### config.mk
export PLATFORM = sky130hd
export DESIGN_NAME = uart_buffered_rx_tx_fifos_top
export DESIGN_NICKNAME = d
export VERILOG_FILES = /design/src/rtl/core/ubf_pkg.sv /design/src/rtl/core/ubf_ring.sv /design/src/rtl/core/uart_buffered_rx_tx_fifos_top.sv
export SDC_FILE = /design/constraint.sdc
export NUM_CORES = 2
export LEC_CHECK = 0
export BUFFER_PORTS_ARGS = -buffer_cell sky130_fd_sc_hd__buf_2
export CAP_MARGIN = 20
export CORE_UTILIZATION = 35
export DETAILED_ROUTE_END_ITERATION = 12
export SLEW_MARGIN = 0
export SYNTH_ARGS = -nofsm -noshare
export SYNTH_HDL_FRONTEND = slang
export SYNTH_SLANG_ARGS = --single-unit
### constraint.sdc
create_clock -name clock -period 3 [get_ports clock]
set_input_delay 0.6 -clock clock [delete_from_list [all_inputs] [get_ports clock]]
set_output_delay 0.6 -clock clock [all_outputs]
set_load 0.03 [all_outputs]
### src/rtl/core/ubf_pkg.sv
// Package for the UART receive/transmit FIFO buffering: types, codes and defaults.
`default_nettype none
package ubf_pkg;

   localparam int DEPTH_DEFAULT = 128;
   localparam int BYTE_W        = 8;
   localparam int CMD_W         = 3;
   localparam int COUNT_W       = 32;

   localparam logic [CMD_W-1:0] CMD_RX_BYTE  = 3'd0;
   localparam logic [CMD_W-1:0] CMD_TX_READY = 3'd1;
   localparam logic [CMD_W-1:0] CMD_HOST_WR  = 3'd2;
   localparam logic [CMD_W-1:0] CMD_HOST_RD  = 3'd3;
   localparam logic [CMD_W-1:0] CMD_RX_FLUSH = 3'd4;

   typedef struct packed {
      logic [CMD_W-1:0]  cmd;
      logic [BYTE_W-1:0] data;
      logic              parity_error;
      logic              frame_error;
      logic              overrun_seen;
   } req_type;

   typedef struct packed {
      logic [BYTE_W-1:0]  read_data;
      logic [BYTE_W-1:0]  tx_byte;
      logic               tx_valid;
      logic               write_refused;
      logic               tx_request;
      logic               rx_available;
      logic [COUNT_W-1:0] drop_total;
      logic [COUNT_W-1:0] error_total;
   } rsp_type;

   // per-ring strobes, already qualified against full/empty by the caller
   typedef struct packed {
      logic push;
      logic pop;
      logic flush;
   } ring_ctrl_type;

   typedef struct packed {
      logic empty;
      logic full;
   } ring_stat_type;

endpackage
`default_nettype wire

### src/rtl/core/ubf_ring.sv
// Ring FIFO: head/tail pointers around a synchronous byte memory with registered read.
`default_nettype none
module ubf_ring #(
   parameter int DEPTH = ubf_pkg::DEPTH_DEFAULT
) (
   input  wire logic                      clock,
   input  wire logic                      reset,
   input  wire ubf_pkg::ring_ctrl_type    ctrl,
   input  wire logic [ubf_pkg::BYTE_W-1:0] wdata,
   output logic [ubf_pkg::BYTE_W-1:0]     rdata,
   output ubf_pkg::ring_stat_type         stat
);

   localparam int AW = $clog2(DEPTH);

   logic [ubf_pkg::BYTE_W-1:0] mem [DEPTH];
   logic [ubf_pkg::BYTE_W-1:0] rdata_ff;
   logic [AW-1:0] head_ff, head_in;
   logic [AW-1:0] tail_ff, tail_in;
   logic [AW-1:0] head_next;
   logic [AW-1:0] tail_next;

   assign head_next = (head_ff == AW'(DEPTH - 1)) ? '0 : head_ff + 1'b1;
   assign tail_next = (tail_ff == AW'(DEPTH - 1)) ? '0 : tail_ff + 1'b1;

   always_comb begin
      head_in = ctrl.push ? head_next : head_ff;
      priority if (ctrl.flush) begin
         tail_in = head_ff;
      end else if (ctrl.pop) begin
         tail_in = tail_next;
      end else begin
         tail_in = tail_ff;
      end
   end

   always_ff @(posedge clock) begin
      if (reset) begin
         head_ff <= '0;
         tail_ff <= '0;
      end else begin
         head_ff <= head_in;
         tail_ff <= tail_in;
      end
   end

   always_ff @(posedge clock) begin
      if (ctrl.push) begin
         mem[head_ff] <= wdata;
      end
      if (ctrl.pop) begin
         rdata_ff <= mem[tail_ff];
      end
   end

   assign rdata      = rdata_ff;
   assign stat.empty = (head_ff == tail_ff);
   assign stat.full  = (head_next == tail_ff);

   a_not_full_and_empty: assert property (@(posedge clock) disable iff (reset)
      !(stat.empty && stat.full))
      else $error("ring reports full and empty at once");

   a_push_not_full: assert property (@(posedge clock) disable iff (reset)
      ctrl.push |-> !stat.full)
      else $error("push into full ring");

   a_pop_not_empty: assert property (@(posedge clock) disable iff (reset)
      ctrl.pop |-> !stat.empty)
      else $error("pop from empty ring");

endmodule
`default_nettype wire

### src/rtl/core/uart_buffered_rx_tx_fifos_top.sv
// Top level: UART receive/transmit FIFO buffering with host command port.
`default_nettype none
// A request is taken whenever start is high and busy is low; busy stays low, so one
// request is taken every cycle. Its response appears in the following cycle on rsp_data,
// marked by rsp_strobe for exactly that cycle, and the receiver cannot stall it: the
// response is registered, as is the read port of the FIFO memories. Each FIFO holds
// DEPTH-1 bytes. Counters and flags in the response show the state after the request.
// No clearing pass is needed after reset.
module uart_buffered_rx_tx_fifos_top #(
   parameter int DEPTH = ubf_pkg::DEPTH_DEFAULT
) (
   input  wire logic             clock,
   input  wire logic             reset,
   input  wire logic             start,
   output logic                  busy,
   input  wire ubf_pkg::req_type req_data,
   output logic                  rsp_strobe,
   output ubf_pkg::rsp_type      rsp_data
);

   logic accept;
   ubf_pkg::ring_ctrl_type rx_ctrl, tx_ctrl;
   ubf_pkg::ring_stat_type rx_stat, tx_stat;
   logic [ubf_pkg::BYTE_W-1:0] rx_rdata, tx_rdata;

   logic [ubf_pkg::COUNT_W-1:0] drop_ff, drop_in;
   logic [ubf_pkg::COUNT_W-1:0] error_ff, error_in;
   logic irq_ff, irq_in;
   logic strobe_ff, strobe_in;
   logic rx_pop_ff, tx_pop_ff, refused_ff;
   logic refused_in;
   logic rx_good;

   assign busy   = 1'b0;
   assign accept = start && !busy;
   assign rx_good = !req_data.parity_error && !req_data.frame_error;

   always_comb begin
      rx_ctrl    = '0;
      tx_ctrl    = '0;
      drop_in    = drop_ff;
      error_in   = error_ff;
      irq_in     = irq_ff;
      refused_in = 1'b0;
      if (accept) begin
         unique case (req_data.cmd)
            ubf_pkg::CMD_RX_BYTE: begin
               if (!rx_good) begin
                  error_in = error_ff + 1'b1;
               end else begin
                  // overrun and full-FIFO drop can both count in one request
                  drop_in = drop_ff + ubf_pkg::COUNT_W'(req_data.overrun_seen)
                            + ubf_pkg::COUNT_W'(rx_stat.full);
                  rx_ctrl.push = !rx_stat.full;
               end
            end
            ubf_pkg::CMD_TX_READY: begin
               tx_ctrl.pop = !tx_stat.empty;
               if (tx_stat.empty) begin
                  irq_in = 1'b0;
               end
            end
            ubf_pkg::CMD_HOST_WR: begin
               tx_ctrl.push = !tx_stat.full;
               refused_in   = tx_stat.full;
               if (!tx_stat.full) begin
                  irq_in = 1'b1;
               end
            end
            ubf_pkg::CMD_HOST_RD: begin
               rx_ctrl.pop = !rx_stat.empty;
            end
            ubf_pkg::CMD_RX_FLUSH: begin
               rx_ctrl.flush = 1'b1;
            end
            default: begin
            end
         endcase
      end
   end

   assign strobe_in = accept;

   ubf_ring #(.DEPTH(DEPTH)) u_rx_ring (
      .clock (clock),
      .reset (reset),
      .ctrl  (rx_ctrl),
      .wdata (req_data.data),
      .rdata (rx_rdata),
      .stat  (rx_stat)
   );

   ubf_ring #(.DEPTH(DEPTH)) u_tx_ring (
      .clock (clock),
      .reset (reset),
      .ctrl  (tx_ctrl),
      .wdata (req_data.data),
      .rdata (tx_rdata),
      .stat  (tx_stat)
   );

   always_ff @(posedge clock) begin
      if (reset) begin
         drop_ff    <= '0;
         error_ff   <= '0;
         irq_ff     <= 1'b0;
         strobe_ff  <= 1'b0;
         rx_pop_ff  <= 1'b0;
         tx_pop_ff  <= 1'b0;
         refused_ff <= 1'b0;
      end else begin
         drop_ff    <= drop_in;
         error_ff   <= error_in;
         irq_ff     <= irq_in;
         strobe_ff  <= strobe_in;
         rx_pop_ff  <= rx_ctrl.pop;
         tx_pop_ff  <= tx_ctrl.pop;
         refused_ff <= refused_in;
      end
   end

   // state registers already hold the post-request values in the response cycle
   assign rsp_strobe             = strobe_ff;
   assign rsp_data.read_data     = rx_pop_ff ? rx_rdata : '0;
   assign rsp_data.tx_byte       = tx_pop_ff ? tx_rdata : '0;
   assign rsp_data.tx_valid      = tx_pop_ff;
   assign rsp_data.write_refused = refused_ff;
   assign rsp_data.tx_request    = irq_ff;
   assign rsp_data.rx_available  = !rx_stat.empty;
   assign rsp_data.drop_total    = drop_ff;
   assign rsp_data.error_total   = error_ff;

   a_strobe_follows_accept: assert property (@(posedge clock) disable iff (reset)
      accept |=> rsp_strobe)
      else $error("request taken without a response next cycle");

   a_single_pop: assert property (@(posedge clock) disable iff (reset)
      !(rx_pop_ff && tx_pop_ff))
      else $error("both FIFOs popped by one request");

   a_refused_no_push: assert property (@(posedge clock) disable iff (reset)
      refused_in |-> !tx_ctrl.push && irq_in == irq_ff)
      else $error("refused host write changed transmit state");

   a_irq_set_on_write: assert property (@(posedge clock) disable iff (reset)
      tx_ctrl.push |=> rsp_data.tx_request)
      else $error("transmit request not set after host write");

endmodule
`default_nettype wire

Yosys cells after proc, flatten, opt, wreduce, memory -nomap -nowiden

Memories as Yosys holds them, arrays and structs flattened. A register that Yosys moved wholly into a read port is not among the register bits.
Cells that the tools add are included.

Register bits after elaboration: 97
Output and inout port bits: 86
Word-level logic and storage cells: 74
Memories: 2
RAM bits: 2048

Reductions and logical operators: 14
Bitwise operators: 3
Mux-type cells: 23
Equality and inequality tests: 14
Add/subtract/negate cells: 7

Memories:

| name          | depth | bits a word | read ports | clocked after Yosys merged registers in | write ports | RTL line       | source |
|---|---|---|---|---|---|---|---|
| u_rx_ring.mem | 128   | 8           | 1          | 1                                       | 1           | ubf_ring.sv:16 | `logic [ubf_pkg::BYTE_W-1:0] mem [DEPTH];` |
| u_tx_ring.mem | 128   | 8           | 1          | 1                                       | 1           | ubf_ring.sv:16 |  |

Operators by type and width:

| kind                                                                  | number |
|---|---|
| 32-bit by 1-bit adder with 32-bit output                              | 2 |
| 7-bit 2-to-1 mux                                                      | 6 |
| 32-bit by 1-bit adder with 32-bit output, second input constant       | 1 |
| 7-bit by 1-bit adder with 7-bit output, second input constant         | 4 |
| 7-bit equality test                                                   | 4 |
| 7-bit equality test, second input constant                            | 4 |
| 8-bit 2-to-1 mux                                                      | 2 |
| 1-bit 2-to-1 mux                                                      | 12 |
| 3-bit by 2-bit equality test with 1-bit output, second input constant | 2 |
| 1-bit zero test                                                       | 6 |
| 3-bit AND reduction                                                   | 2 |
| 2-bit != test, second input constant                                  | 2 |
| 4-bit AND reduction                                                   | 1 |
| 2-bit nonzero test                                                    | 2 |
| 3-bit by 1-bit equality test with 1-bit output, second input constant | 1 |
| 3-bit equality test, second input constant                            | 1 |
| 3-bit zero test                                                       | 1 |
| 3-bit 2-to-1 mux                                                      | 1 |
| 1-bit inverter                                                        | 3 |
| 3-bit OR reduction                                                    | 1 |
| 2-bit 2-to-1 mux                                                      | 1 |
| 1-bit case mux with 2 select lines                                    | 1 |
| 1-bit logical AND                                                     | 1 |

Longest topological paths before layout

Word-level depth: 9
Gate-level depth with buffers: 16
Depth with buffers taken out: 14

Modules after synthesis

From an unflattened synthesis, not the netlist that was laid out.

Cell total of the unflattened synthesis: 4572
Area, all modules: 86082.6 µm²

By module, submodules not included:

| module                        | cells an instance | area an instance (µm²) | sequential area each (µm²) | times used |
|---|---|---|---|---|
| ubf_ring (u_tx_ring)          | 2077              | 41370.9                | 31270.0                    | 1 |
| ubf_ring (u_rx_ring)          | 2075              | 41210.8                | 31270.0                    | 1 |
| uart_buffered_rx_tx_fifos_top | 420               | 3500.9                 | 1381.3                     | 1 |

Worst setup path before layout

No wires, ideal clock.

Path kind: register to register
Start: register u_tx_ring.head_ff[0]
End: memory u_tx_ring.mem[11][0] (netlist bit) (enable)
Setup time: 395 ps
Path buffers: 2
Stages on the path, launching flop included: 10
Data required time: 2605 ps
Setup slack: -246 ps
Arrival time: 2851 ps
Period minus slack after synthesis: 3246 ps
Cell sequence: dfxtp_1 -> ha_1 -> nor3b_1 -> nor3_1 -> a211oi_1 -> o2111ai_1 -> buf_2 -> o21ai_4 -> buf_4 -> nor4_1

Word-level cells in the longest chain between the ends: 8
Elaborated cells between the ends (all ways): 9
Classes of those cells: add/sub (1); eq/ne (2); mux (5); reduce/logical (1)

Ends and longest elaborated chain:

| what                                                                          | RTL line                            | source |
|---|---|---|
| start: declaration                                                            | ubf_ring.sv:18                      | `logic [AW-1:0] head_ff, head_in;` |
| start signal: assignment                                                      | ubf_ring.sv:42                      | `head_ff <= head_in;` |
| 7-bit by 1-bit adder with 7-bit output or 7-bit equality test (tied branches) | ubf_ring.sv:23                      | `assign head_next = (head_ff == AW'(DEPTH - 1)) ? '0 : head_ff + 1'b1;` |
| 7-bit 2-to-1 mux                                                              | ubf_ring.sv:23                      |  |
| 7-bit equality test                                                           | ubf_ring.sv:58                      | `assign stat.full = (head_next == tail_ff);` |
| 1-bit zero test                                                               | -                                   |  |
| 1-bit 2-to-1 mux                                                              | uart_buffered_rx_tx_fifos_top.sv:46 | `unique case (req_data.cmd)` |
| 2-bit 2-to-1 mux                                                              | uart_buffered_rx_tx_fifos_top.sv:45 | `if (accept) begin` |
| 1-bit 2-to-1 mux                                                              | ubf_ring.sv:48                      | `if (ctrl.push) begin` |
| 1-bit 2-to-1 mux (implied by the code)                                        | ubf_ring.sv:49                      | `mem[head_ff] <= wdata;` |
| end: declaration                                                              | ubf_ring.sv:16                      |  |

Several ways; a longest one is shown, not always the timed one.

Final worst setup path

Start: register u_rx_ring.tail_ff[1]
End: register u_rx_ring.rdata_ff (netlist bit u_rx_ring.rdata[0]), read port of u_rx_ring.mem, data pin

Word-level cells in the longest chain between the ends: 4

Ends and longest elaborated chain:

| what                     | RTL line                            | source |
|---|---|---|
| start: declaration       | ubf_ring.sv:19                      | `logic [AW-1:0] tail_ff, tail_in;` |
| start signal: assignment | ubf_ring.sv:43                      | `tail_ff <= tail_in;` |
| 7-bit equality test      | ubf_ring.sv:57                      | `assign stat.empty = (head_ff == tail_ff);` |
| 1-bit zero test          | uart_buffered_rx_tx_fifos_top.sv:71 | `rx_ctrl.pop = !rx_stat.empty;` |
| 1-bit 2-to-1 mux         | uart_buffered_rx_tx_fifos_top.sv:46 |  |
| 3-bit 2-to-1 mux         | uart_buffered_rx_tx_fifos_top.sv:45 |  |
| end: declaration         | ubf_ring.sv:17                      | `logic [ubf_pkg::BYTE_W-1:0] rdata_ff;` |

Several ways; a longest one is shown, not always the timed one.
A chain may end at the register's enable or synchronous reset.

==> results.py <==
metrics = {
    "clock_tree": {
        "cts-root-buf": "clkbuf_16",
        "cts_num_sinks": 2161,
        "cts_inserted_buffers": 206,
        "cts_max_path_buffers": 3,
        "htreeDepth": 4,
        "clk_latency_ps": 820,
        "cts_tree": "built",
        "cts.clk_slew.worst_paths_ps": 60,
    },
    "drt": {
        "vias_per_cell": 5.36,
        "drt_iter0_drc": 4393,
        "drtPass1Iterations": 6,
        "wl_per_cell_um": 26.2,
        "postRouteAntennaNets": 0,
        "num_vias": 44502,
        "wirelength_mm": 218,
        "drc": 0,
    },
    "yosys": {
        "syn_area_per_cell_um2": 20.1,
        "synth_area_um2": 85500,
        "synth_edf_count": 2064,
        "synth-seq-area-share": 0.748,
        "yosys-top-cells-count": "2064 x edfxtp_1, 537 x mux4_2, 280 x nor2_1, 134 x mux2i_1, 98 x nor3_1",
        "ys_top_cells_by_area": "edfxtp_1 73%, mux4_2 14%, dfxtp_1 2.3%",
        "syn_inst": 4248,
        "yosysWarnings": 0,
        "netlist.area_leader.share": 0.725,
        "synth_flop_cell": "edfxtp_1",
        "synth_area_leader_cell": "edfxtp_1",
        "yosysMostFrequentCell": "edfxtp_1",
        "synth-seq-cells": 2161,
        "synthDistinctLibCells": 80,
        "ys_async_sr_fraction": 0,
        "synth_nets": 4272,
    },
    "min_path": {
        "min_path_type": "in2reg",
    },
    "final_layout": {
        "drive_above_1_share": 0.328,
        "fin_cells": 8296,
        "nets": 4942,
        "area_delta_synth_final_pct": 18.5,
    },
    "die": {
        "start_util": 0.352,
        "die_w_um": 496,
        "placementRows": 181,
        "io_pins": 103,
        "die-area_um2": 246000,
        "dieHeight_um": 496,
        "coreArea_um2": 243000,
    },
    "timing": {
        "hold_ws_ps": 226,
        "min_period_over_period": 1.00,
        "period_minus_slack_ps": 3000,
        "hold_viol": 0,
        "worst_pin_slew_ps": 1010,
        "rsz0062_at_grt": "true",
        "setup_ws_ps": -1.79,
        "slew_violations": 0,
        "tns_ps": -1.79,
        "setup_violations": 1,
        "fin_skew_ps": 29.5,
        "slew_headroom": 0.322,
        "clock.fmax_mhz": 333,
    },
    "worst_setup_path": {
        "crit_type": "reg2reg",
        "worstPathRequired_ps": 3580,
        "path_max_fanout": 71,
        "cp-end-kind": "flop",
        "crit_buf_inv": 3,
        "start_kind": "flop",
        "critical_path_arrival_ps": 3580,
        "slowest_stage": "mux4_2",
        "crit_path_max_incr_delay_ps": 490,
        "cp_cell_sequence": "buf_4 -> buf_16 -> mux4_2 -> mux4_2 -> mux2i_1 -> buf_4 -> nor2_1 -> a211o_1",
        "crit_family": "multiplexers",
    },
    "placed_design": {
        "hpwl_mm": 136,
        "portBuffers": 101,
        "place_congestion": 0.876,
        "placed_cells": 7893,
        "dpl_worst_slack_ps": -178,
    },
    "grt": {
        "antenna_found_initial": 5,
        "grt_pass1_wl_mm": 317,
        "grt_overflow_total": 0,
        "grt_max_degree": 125,
        "grt_pass1_vias": 45064,
        "gr-usage-all-layers": 0.175,
    },
    "pwr": {
        "p_leak_nw": 31.2,
        "power.density_nw_per_um2": 585,
        "power_mw": 59.2,
        "ir_worst_vdd_uv": 435,
    },
    "outcome": {
        "violations": "negative setup slack",
        "outcome": "complete, but fails checks",
    },
    "job": {
        "maxCapViolations": 0,
    },
}
## worst paths after layout
check	slack [ps]	cells after the start	from	endpoint
setup / recovery	-2	8	u_rx_ring.tail_ff[1]$_SDFFE_PP0P_	u_rx_ring.rdata[0]$_DFFE_PP_
hold / removal	230	1	req_data[8]	u_rx_ring.mem[6][5]$_DFFE_PP_
setup reg to reg	-2	8	u_rx_ring.tail_ff[1]$_SDFFE_PP0P_	u_rx_ring.rdata[0]$_DFFE_PP_
hold reg to reg	510	2	irq_ff$_SDFFE_PP0P_	irq_ff$_SDFFE_PP0P_
## sequential cells by signal (all words and copies together) (netlist names), 8 cells and up
name,flops
drop_ff,32
error_ff,32
u_rx_ring.mem,1024
u_rx_ring.rdata,8
u_tx_ring.mem,1024
u_tx_ring.rdata,8
## power by group
group          internal [mW]  switching, mW
registers               33.0        0.00578
logic                  0.298          0.781
clock network           14.1           11.1
total                   47.4           11.9
## cells by family (layout without fill, tap and decap cells)
kind of cell,after synthesis,after routing,share of synthesized area
AND/OR/NAND/NOR,724,724,0.0406
XOR/XNOR,74,74,0.00758
adder cells (fa/ha/maj),7,7,0.00111
buffers and inverters,281,1125,0.0161
AO/OA/AOI/OAI,299,300,0.0256
other,1,2,0.0000439
multiplexers,701,701,0.161
flip-flops,2161,2161,0.748
## per-layer routing
metal / track usage / part of all wire / vias up
li1: - / - / 18923
met5: 0 / 0 / -
met2: 0.289 / 0.49 / 1486
met4: 0.0506 / 0.029 / 0
met1: 0.238 / 0.42 / 23750
met3: 0.0279 / 0.059 / 343
## cell usage in the layout, fill, tap and decap left out, drive strengths merged, types with 56 or more instances in the layout
| master | netlist | final |
|---|---|---|
| dfxtp | 97 | 97 |
| nor2 | 281 | 281 |
| edfxtp | 2064 | 2064 |
| nor3 | 98 | 98 |
| a21oi | 56 | 56 |
| clkbuf | 91 | 270 |
| buf | 164 | 701 |
| nand2 | 94 | 94 |
| mux2i | 134 | 134 |
| clkinv | 0 | 93 |
| mux4 | 537 | 537 |
## metrics by stage
stage,area (µm²),util
final,101000,0.417
after global routing,101000,0.417
after CTS,101000,0.415
after detailed placement,94200,0.388
after global placement,94200,0.388
after floorplan,85600,-
## cell type report
class | count | area, µm²
clock inverters | 125 | 1020
fillers | 21222 | 142000
well taps | 3202 | 4010
repair buffers | 716 | 6140
clock buffers | 258 | 5420
diodes | 1 | 2.50
flip-flops and latches | 2161 | 64000
inverters | 26 | 97.6
multi-input cells | 1807 | 20700
## what timing repair did
| item | in CTS | in global routing |
|---|---|---|
| pin swaps | 2 | 15 |
| resized for setup | 28 | 57 |
| setup buffers | 6 | 5 |
| cloned | 3 | 5 |
| hold buffers | 0 | 0 |
| endpoints found under the setup margin | 27 | 344 |
| endpoints found under the hold margin | 0 | 0 |
No activity file was read; power rests on OpenSTA's default activity.
